[src/design/spq_pkg.sv]
// Shared types and constants for the stable priority queue.
// Depends on nothing; imported by spq_cell, stable_priority_queue_unit, spq_result_checker and the test.
package spq_pkg;

    localparam int SPQ_DEPTH         = 16;
    localparam int SPQ_PAYLOAD_BITS  = 32;
    localparam int SPQ_PRIORITY_BITS = 8;

    // Fixed field widths on the stream ports
    localparam int KIND_W     = 1;
    localparam int PRI_W      = 8;
    localparam int PAY_W      = 32;
    localparam int STATUS_W   = 2;
    localparam int OCC_W      = 5;
    localparam int S_TDATA_W  = 40;
    localparam int M_TDATA_W  = 88;
    localparam int M_USED_W   = 86;

    typedef enum logic [KIND_W-1:0] {
        KIND_INSERT = 1'b0,
        KIND_POP    = 1'b1
    } t_kind;

    typedef enum logic [STATUS_W-1:0] {
        ST_DONE  = 2'd0,
        ST_FULL  = 2'd1,
        ST_EMPTY = 2'd2
    } t_status;

    // Shift commands broadcast to every cell of the chain
    typedef struct packed {
        logic shift_in;   // insert: open a slot and take the new entry
        logic shift_out;  // pop: every entry moves one cell toward the front
    } t_cell_ctrl;

endpackage

[src/design/spq_cell.sv]
// One cell of the sorted chain: holds a priority and a payload.
// Depends on spq_pkg (t_cell_ctrl).
module spq_cell #(
    parameter int PRIORITY_BITS = spq_pkg::SPQ_PRIORITY_BITS,
    parameter int PAYLOAD_BITS  = spq_pkg::SPQ_PAYLOAD_BITS
) (
    input  logic                     i_clk,
    input  spq_pkg::t_cell_ctrl      i_ctrl,
    input  logic                     i_in_use,
    input  logic                     i_prev_place,
    input  logic [PRIORITY_BITS-1:0] i_new_pri,
    input  logic [PAYLOAD_BITS-1:0]  i_new_pay,
    input  logic [PRIORITY_BITS-1:0] i_prev_pri,
    input  logic [PAYLOAD_BITS-1:0]  i_prev_pay,
    input  logic [PRIORITY_BITS-1:0] i_next_pri,
    input  logic [PAYLOAD_BITS-1:0]  i_next_pay,
    output logic                     o_place,
    output logic [PRIORITY_BITS-1:0] o_pri,
    output logic [PAYLOAD_BITS-1:0]  o_pay
);
    import spq_pkg::*;

    logic [PRIORITY_BITS-1:0] r_pri, n_pri;
    logic [PAYLOAD_BITS-1:0]  r_pay, n_pay;

    // New entry lands at or before this cell: free cell or strictly lower priority
    assign o_place = !i_in_use || (r_pri < i_new_pri);

    always_comb begin
        n_pri = r_pri;
        n_pay = r_pay;
        if (i_ctrl.shift_in) begin
            if (i_prev_place) begin
                n_pri = i_prev_pri;
                n_pay = i_prev_pay;
            end else if (o_place) begin
                n_pri = i_new_pri;
                n_pay = i_new_pay;
            end
        end else if (i_ctrl.shift_out) begin
            n_pri = i_next_pri;
            n_pay = i_next_pay;
        end
    end

    always_ff @(posedge i_clk) begin
        r_pri <= n_pri;
        r_pay <= n_pay;
    end

    assign o_pri = r_pri;
    assign o_pay = r_pay;

endmodule

[src/design/stable_priority_queue_unit.sv]
// Stable priority queue: a chain of DEPTH cells kept in descending priority.
// Usage:
//   Slave channel (i_s_*) carries one operation word: tuser selects insert or
//   pop, tdata carries the priority and payload of an insert.
//   Master channel (o_m_*) returns exactly one result word per operation:
//   tuser holds the status, tdata the removed entry, the front entry after
//   the operation, an empty flag and the occupancy.
//   An insert lands behind every stored entry of equal or higher priority, so
//   ties leave in arrival order. Insert into a full queue is dropped with
//   status full; pop of an empty queue reports status empty.
// Timing:
//   The result is registered and valid in the cycle after input accept.
//   Throughput is one word per cycle unless the receiver stalls: every cell
//   compares against the new priority and shifts in the same cycle.
//   The result register frees in the cycle it is taken, so back-to-back words
//   flow while the master side keeps tready high.
// Reset and stall:
//   Synchronous active-low reset empties the queue and drops any pending
//   result. While the receiver holds tready low with a result pending,
//   o_s_tready stays low and the queue holds its contents.
module stable_priority_queue_unit #(
    parameter int DEPTH         = spq_pkg::SPQ_DEPTH,
    parameter int PAYLOAD_BITS  = spq_pkg::SPQ_PAYLOAD_BITS,
    parameter int PRIORITY_BITS = spq_pkg::SPQ_PRIORITY_BITS
) (
    input  logic                           i_clk,
    input  logic                           i_rst_n,
    input  logic                           i_s_tvalid,
    output logic                           o_s_tready,
    // [7:0] priority_req, [39:8] payload
    input  logic [spq_pkg::S_TDATA_W-1:0]  i_s_tdata,
    // [0] kind
    input  logic [spq_pkg::KIND_W-1:0]     i_s_tuser,
    output logic                           o_m_tvalid,
    input  logic                           i_m_tready,
    // [7:0] taken_priority, [39:8] taken_payload, [40] empty_res,
    // [48:41] head_priority, [80:49] head_payload, [85:81] occupancy, [87:86] zero
    output logic [spq_pkg::M_TDATA_W-1:0]  o_m_tdata,
    // [1:0] status
    output logic [spq_pkg::STATUS_W-1:0]   o_m_tuser
);
    import spq_pkg::*;

    localparam int CNT_W = $clog2(DEPTH + 1);

    logic                      accept;
    logic                      is_pop;
    logic                      full;
    logic                      do_ins;
    logic                      do_pop;
    t_cell_ctrl                ctrl;
    logic [PRIORITY_BITS-1:0]  new_pri;
    logic [PAYLOAD_BITS-1:0]   new_pay;
    logic [PRI_W+PRIORITY_BITS-1:0] pri_in_ext;
    logic [PAY_W+PAYLOAD_BITS-1:0]  pay_in_ext;

    logic [CNT_W-1:0]          r_count, n_count;
    logic                      r_out_valid;
    t_status                   r_status, n_status;
    logic [M_USED_W-1:0]       r_data, n_data;

    logic [PRIORITY_BITS-1:0]  w_pri   [DEPTH];
    logic [PAYLOAD_BITS-1:0]   w_pay   [DEPTH];
    logic                      w_place [DEPTH];

    logic [PRIORITY_BITS-1:0]  taken_pri, head_pri;
    logic [PAYLOAD_BITS-1:0]   taken_pay, head_pay;
    logic [PRIORITY_BITS+PRI_W-1:0] taken_pri_ext, head_pri_ext;
    logic [PAYLOAD_BITS+PAY_W-1:0]  taken_pay_ext, head_pay_ext;
    logic [CNT_W+OCC_W-1:0]    occ_ext;

    assign o_s_tready = !r_out_valid || i_m_tready;
    assign accept     = i_s_tvalid && o_s_tready;
    assign is_pop     = (t_kind'(i_s_tuser) == KIND_POP);
    assign full       = (r_count == CNT_W'(DEPTH));
    assign do_ins     = accept && !is_pop && !full;
    assign do_pop     = accept && is_pop && (r_count != '0);

    assign ctrl.shift_in  = do_ins;
    assign ctrl.shift_out = do_pop;

    // Keep only the low PRIORITY_BITS / PAYLOAD_BITS of the input fields
    assign pri_in_ext = {{PRIORITY_BITS{1'b0}}, i_s_tdata[PRI_W-1:0]};
    assign pay_in_ext = {{PAYLOAD_BITS{1'b0}}, i_s_tdata[PRI_W+PAY_W-1:PRI_W]};
    assign new_pri    = pri_in_ext[PRIORITY_BITS-1:0];
    assign new_pay    = pay_in_ext[PAYLOAD_BITS-1:0];

    for (genvar g = 0; g < DEPTH; g++) begin : g_cell
        logic                     prev_place;
        logic [PRIORITY_BITS-1:0] prev_pri, next_pri;
        logic [PAYLOAD_BITS-1:0]  prev_pay, next_pay;

        if (g == 0) begin : g_front
            assign prev_place = 1'b0;
            assign prev_pri   = '0;
            assign prev_pay   = '0;
        end else begin : g_mid
            assign prev_place = w_place[g-1];
            assign prev_pri   = w_pri[g-1];
            assign prev_pay   = w_pay[g-1];
        end

        if (g == DEPTH - 1) begin : g_back
            assign next_pri = '0;
            assign next_pay = '0;
        end else begin : g_inner
            assign next_pri = w_pri[g+1];
            assign next_pay = w_pay[g+1];
        end

        spq_cell #(
            .PRIORITY_BITS (PRIORITY_BITS),
            .PAYLOAD_BITS  (PAYLOAD_BITS)
        ) u_cell (
            .i_clk        (i_clk),
            .i_ctrl       (ctrl),
            .i_in_use     (CNT_W'(g) < r_count),
            .i_prev_place (prev_place),
            .i_new_pri    (new_pri),
            .i_new_pay    (new_pay),
            .i_prev_pri   (prev_pri),
            .i_prev_pay   (prev_pay),
            .i_next_pri   (next_pri),
            .i_next_pay   (next_pay),
            .o_place      (w_place[g]),
            .o_pri        (w_pri[g]),
            .o_pay        (w_pay[g])
        );
    end

    always_comb begin
        n_count   = r_count;
        n_status  = ST_DONE;
        taken_pri = '0;
        taken_pay = '0;
        head_pri  = w_pri[0];
        head_pay  = w_pay[0];
        if (is_pop) begin
            if (r_count == '0) begin
                n_status = ST_EMPTY;
            end else begin
                n_count   = r_count - CNT_W'(1);
                taken_pri = w_pri[0];
                taken_pay = w_pay[0];
                head_pri  = w_pri[1];
                head_pay  = w_pay[1];
            end
        end else begin
            if (full) begin
                n_status = ST_FULL;
            end else begin
                n_count = r_count + CNT_W'(1);
                if (w_place[0]) begin
                    head_pri = new_pri;
                    head_pay = new_pay;
                end
            end
        end
        if (n_count == '0) begin
            head_pri = '0;
            head_pay = '0;
        end
    end

    // Fit internal widths onto the fixed result fields
    assign taken_pri_ext = {{PRI_W{1'b0}}, taken_pri};
    assign taken_pay_ext = {{PAY_W{1'b0}}, taken_pay};
    assign head_pri_ext  = {{PRI_W{1'b0}}, head_pri};
    assign head_pay_ext  = {{PAY_W{1'b0}}, head_pay};
    assign occ_ext       = {{OCC_W{1'b0}}, n_count};

    assign n_data = {occ_ext[OCC_W-1:0],
                     head_pay_ext[PAY_W-1:0],
                     head_pri_ext[PRI_W-1:0],
                     (n_count == '0),
                     taken_pay_ext[PAY_W-1:0],
                     taken_pri_ext[PRI_W-1:0]};

    always_ff @(posedge i_clk) begin
        if (!i_rst_n) begin
            r_count     <= '0;
            r_out_valid <= 1'b0;
        end else begin
            if (accept) begin
                r_count     <= n_count;
                r_out_valid <= 1'b1;
            end else if (i_m_tready) begin
                r_out_valid <= 1'b0;
            end
        end
    end

    always_ff @(posedge i_clk) begin
        if (accept) begin
            r_status <= n_status;
            r_data   <= n_data;
        end
    end

    assign o_m_tvalid = r_out_valid;
    assign o_m_tuser  = r_status;
    assign o_m_tdata  = {{(M_TDATA_W - M_USED_W){1'b0}}, r_data};

endmodule

[config.mk]
export PLATFORM = sky130hd
export DESIGN_NAME = stable_priority_queue_unit
export DESIGN_NICKNAME = d
export VERILOG_FILES = /design/src/design/spq_pkg.sv /design/src/design/spq_cell.sv /design/src/design/stable_priority_queue_unit.sv
export SDC_FILE = /design/constraint.sdc
export NUM_CORES = 2
export LEC_CHECK = 0
export BUFFER_PORTS_ARGS = -buffer_cell sky130_fd_sc_hd__buf_2
export CORE_ASPECT_RATIO = 1.1
export CORE_MARGIN = 5
export CORE_UTILIZATION = 35
export CTS_CLUSTER_SIZE = 14
export DETAILED_ROUTE_END_ITERATION = 8
export MAX_ROUTING_LAYER = met4
export SLEW_MARGIN = 20
export SYNTH_ARGS = -nofsm -noshare
export SYNTH_HDL_FRONTEND = slang
export SYNTH_SLANG_ARGS = --single-unit
[constraint.sdc]
create_clock -name i_clk -period 12.28 [get_ports i_clk]
set_clock_uncertainty 0.2 [all_clocks]
set_input_delay 1.228 -clock i_clk [delete_from_list [all_inputs] [get_ports i_clk]]
set_output_delay 1.228 -clock i_clk [all_outputs]
set_load 0.005 [all_outputs]
==> summary.md <==
| Metric | Value |
|---|---|
| Status | finished, final reports clean |
| Max Fclk | 0.189 GHz |
| Share of cells above drive strength 1 | 0.0895 |
| Dominant combinational cell family by area after synthesis | compound AO/OA/AOI/OAI gates |
| Number of placed I/O pins | about 140 |
| Wire length of the first global-routing pass | 186 mm |
| Start point of the worst min-delay path | o_m_tvalid |
| Maximum number of pins on one net before global-route repair | ~220 |
| FF+latch count, synth | approximately 730 |
| Routed Antenna Nets | 0 |
| Simple-Gate Fraction of Synth Area | 0.145 |
| DRC violation total after the first TritonRoute iteration | 3731 |
| Reg-to-Reg Start | r_count[0] |
| Proportion of synthesized chip area in sequential cells | 0.562 |
| Synth unique cells | 60 |
| Global route overflow | 0 |
| Critical setup path kind | input port to register |
| Final Net Count | roughly 3800 |
| Number of setup buffers added after CTS | 0 |
| Via-to-Cell Ratio | 5.84 |
| Synth Instances | 3690 |
| Min Clock Period, post-route | 5290 ps |
| Pre-Repair DR Iteration Count | 6 |
| CP startpoint | i_s_tdata[6] |
| Number of enable flip-flop cells after synthesis | about 730 |
| Cell Area, Placed | 0.0411 mm² |
| Average detailed-routed wire length per instance | 24.2 µm |
| Worst-path fanout max | a little over 80 |
| Hold violation count in the final report | 0 |
| DIE HEIGHT | about 360 µm |
| Final period util | 0.431 |
| Unrepaired setup endpoints after global routing | false |
| DIE AREA | between 0.1 and 0.15 mm² |
| Final setup TNS | 0 ps |
| Routability congestion estimate from global placement | between 0.8 and 0.9 |
| Final cell area excluding filler cells | 0.0432 mm² |
| Number of buffers added on ports | approximately 130 |
| Deepest level of the CTS H-tree | 3 |
| GR Layer Usage met3 | 0.0298 |
| Total clock sinks | approximately 730 |
| Count of warnings emitted by yosys | 0 |
| DRC Markers | 0 |
| Post-synth top flop | edfxtp_1 |
| Worst slew slack as a fraction of its limit | 0.258 |
| Worst Hold Class | register to register |
| Commonest cells after routing, fill and taps aside | 755 x nand2_1, 728 x edfxtp_1, 406 x o211ai_1 |
| Pin slew with the least headroom to its limit | approximately 1100 ps |
| Clock transition at the registers of the reported paths | ~60 ps |
| Via count of the first global-routing pass | roughly 29000 |
| DP HPWL | between 70 and 80 mm |
| GR peak layer | met2 |
| Floorplan die width | 329 µm |
| Fraction of synthesized cell area in xor and xnor cells | 0.000896 |
| Kind of end point of the critical path | register |
| Mux cell area share after synthesis | 0.0628 |
| Final number of max-transition violations | 0 |
| Site row count | 128 |
| Hold Buf Count CTS | 0 |
| Grt met2 use | 0.344 |
| Hold Slack | 333 ps |
| Root buffer selected by CTS | clkbuf_16 |
| Num CTS Buffers | 74 |
| Met1 track demand over resource in global routing | 0.269 |
| Crit path arrival time | roughly 5400 ps |
| Layout-stage area growth over the synthesis result | 10.5% |
| Gr usage total | 0.209 |
| Vias after detailed routing | 30100 |
| Number of antenna violations at the first check in global routing | 7 |
| CTS resizes | 0 |
| Clock buffer depth | 3 |
| Starting utilization of the core area | 0.353 |
| Static Leakage | 15.5 nW |
| Maxcap violations | 0 |
| Worst skew pair latency | roughly 640 ps |
| Maximum vdd ir drop | between 0.1 and 0.15 mV |
| Crit path required time | between 10000 and 15000 ps |
| Count of filler cells inserted in the layout | between 10000 and 15000 |
| Area share of fa/ha/maj cells after synthesis | 0.0371 |
| Routed wire length | between 100 and 150 mm |
| Most frequent standard cell in the layout excluding fill and tap cells | nand2_1 |
| Compound-Gate Fraction of Synth Area | 0.153 |
| Clock tree from TritonCTS | built |
| Synth Area per Inst | around 11 µm² |
| Core outline area | between 0.1 and 0.15 mm² |
| Share of async-settable or async-resettable flops after synthesis | 0 |
| Area of the mapped netlist | a little under 0.04 mm² |
| Startpoint class of the critical path | input port |
| Power density over the cells | between 150 and 200 mW/mm² |
| Setup violators final | 0 |
==> final cells by class <==
| cell class | instances | area (µm²) | share of cell area |
|---|---|---|---|
| flip-flops and latches | 734 | 22000 | 0.509 |
| repair buffers | 194 | 1180 | 0.0274 |
| multi-input cells | 2595 | 16000 | 0.370 |
| clock inverters | 31 | 135 | 0.00313 |
| clock buffers | 93 | 1990 | 0.0460 |
| well taps | 1495 | 1870 | 0.0433 |
| inverters | 16 | 62.6 | 0.00145 |
| diodes | 4 | 10.0 | 0.000232 |
==> cell usage after synthesis, types with 2 or more instances <==
| master | number | area [µm²] |
|---|---|---|
| nand2_1 | 758 | 2850 |
| edfxtp_1 | 728 | 21900 |
| o211ai_1 | 406 | 3050 |
| nand3_1 | 309 | 1550 |
| mux2i_1 | 243 | 2430 |
| clkbuf_1 | 233 | 875 |
| nor2_1 | 149 | 559 |
| o21ai_0 | 148 | 741 |
| a31oi_1 | 127 | 795 |
| ha_1 | 116 | 1450 |
| a21oi_1 | 90 | 450 |
| buf_2 | 85 | 425 |
| and2_1 | 45 | 282 |
| a22oi_1 | 42 | 315 |
| o21ai_1 | 33 | 165 |
| nand2b_1 | 20 | 125 |
| buf_1 | 16 | 60.1 |
| nor3_1 | 16 | 80.1 |
| inv_1 | 14 | 52.6 |
| a21o_1 | 8 | 60.1 |
| buf_4 | 8 | 60.1 |
| nand4_1 | 8 | 50.1 |
| a211o_1 | 7 | 61.3 |
| a211oi_1 | 7 | 52.6 |
| dfxtp_1 | 6 | 120 |
| o21a_1 | 5 | 37.5 |
| a2111oi_0 | 4 | 35.0 |
| a21boi_0 | 4 | 30.0 |
| and3_1 | 4 | 25.0 |
| buf_6 | 4 | 45.0 |
| a221oi_1 | 3 | 26.3 |
| a2bb2oi_1 | 3 | 26.3 |
| nor3b_1 | 3 | 22.5 |
| or2_2 | 3 | 18.8 |
| xnor2_1 | 3 | 26.3 |
| a21oi_2 | 2 | 17.5 |
| clkinv_1 | 2 | 7.51 |
| mux2_2 | 2 | 22.5 |
| nor2b_1 | 2 | 12.5 |
| nor4_1 | 2 | 12.5 |
| o221ai_1 | 2 | 17.5 |
| or3_1 | 2 | 12.5 |
==> sequential cells by signal (all words and copies together), names as in the netlist <==
| signal | cells |
|---|---|
| o_m_tvalid | 1 |
| g_cell.u_cell.o_pri | 128 |
| r_count | 5 |
| o_m_tuser | 2 |
| r_data | 86 |
| g_cell.u_cell.o_pay | 512 |
==> power by group <==
| group | total (mW) | switching [mW] | internal, mW |
|---|---|---|---|
| sequential | 3.45 | 0.217 | 3.23 |
| combinational | 1.47 | 1.02 | 0.453 |
| clock | 2.11 | 0.969 | 1.14 |
| total | 7.03 | 2.21 | 4.82 |
==> kinds of logic after synthesis <==
kind of cell | after synthesis
AO/OA/AOI/OAI | 901
XOR/XNOR | 4
adder cells (fa/ha/maj) | 116
buffers and inverters | 362
flip-flops | 734
multiplexers | 245
other | 1
AND/OR/NAND/NOR | 1327
==> final timing paths <==
path	to	slack (ps)	depth (start not counted)
worst max-delay path	g_cell[13].u_cell.o_pay[24]	6990	10
worst min-delay path	o_m_tvalid	330	2
worst max register to register	g_cell[3].u_cell.o_pay[13]	7280	8
worst min register to register	o_m_tvalid	330	2
==> worst max-delay path, cell delays in order <==
cell,delay [ps]
buf_2,210
inv_1,650
ha_1,380
a221oi_1,260
o21ai_0,200
a221oi_4,240
buf_4,820
nor3_1,210
nor2_4,500
buf_4,590
==> layer usage <==
metal | vias up | routed length, µm
met5 | - | 0
met4 | 0 | 3870
met3 | 217 | 9430
met2 | 1366 | 60400
met1 | 14900 | 51300
li1 | 13700 | -
==> through the flow <==
| stage | setup slack (ps) | utilization | instances | power [mW] |
|---|---|---|---|---|
| after floorplan | 4780 | - | 3691 | 4.37 |
| after global placement | 6360 | 0.371 | 5034 | 4.93 |
| after detailed placement | 6330 | 0.371 | 5034 | 4.96 |
| after CTS | 6990 | 0.390 | 5158 | 7.05 |
| after global routing | 6830 | 0.390 | 5162 | 7.33 |
| final | 6990 | 0.390 | 5162 | 7.03 |
Power figures use the tool's default switching activity.
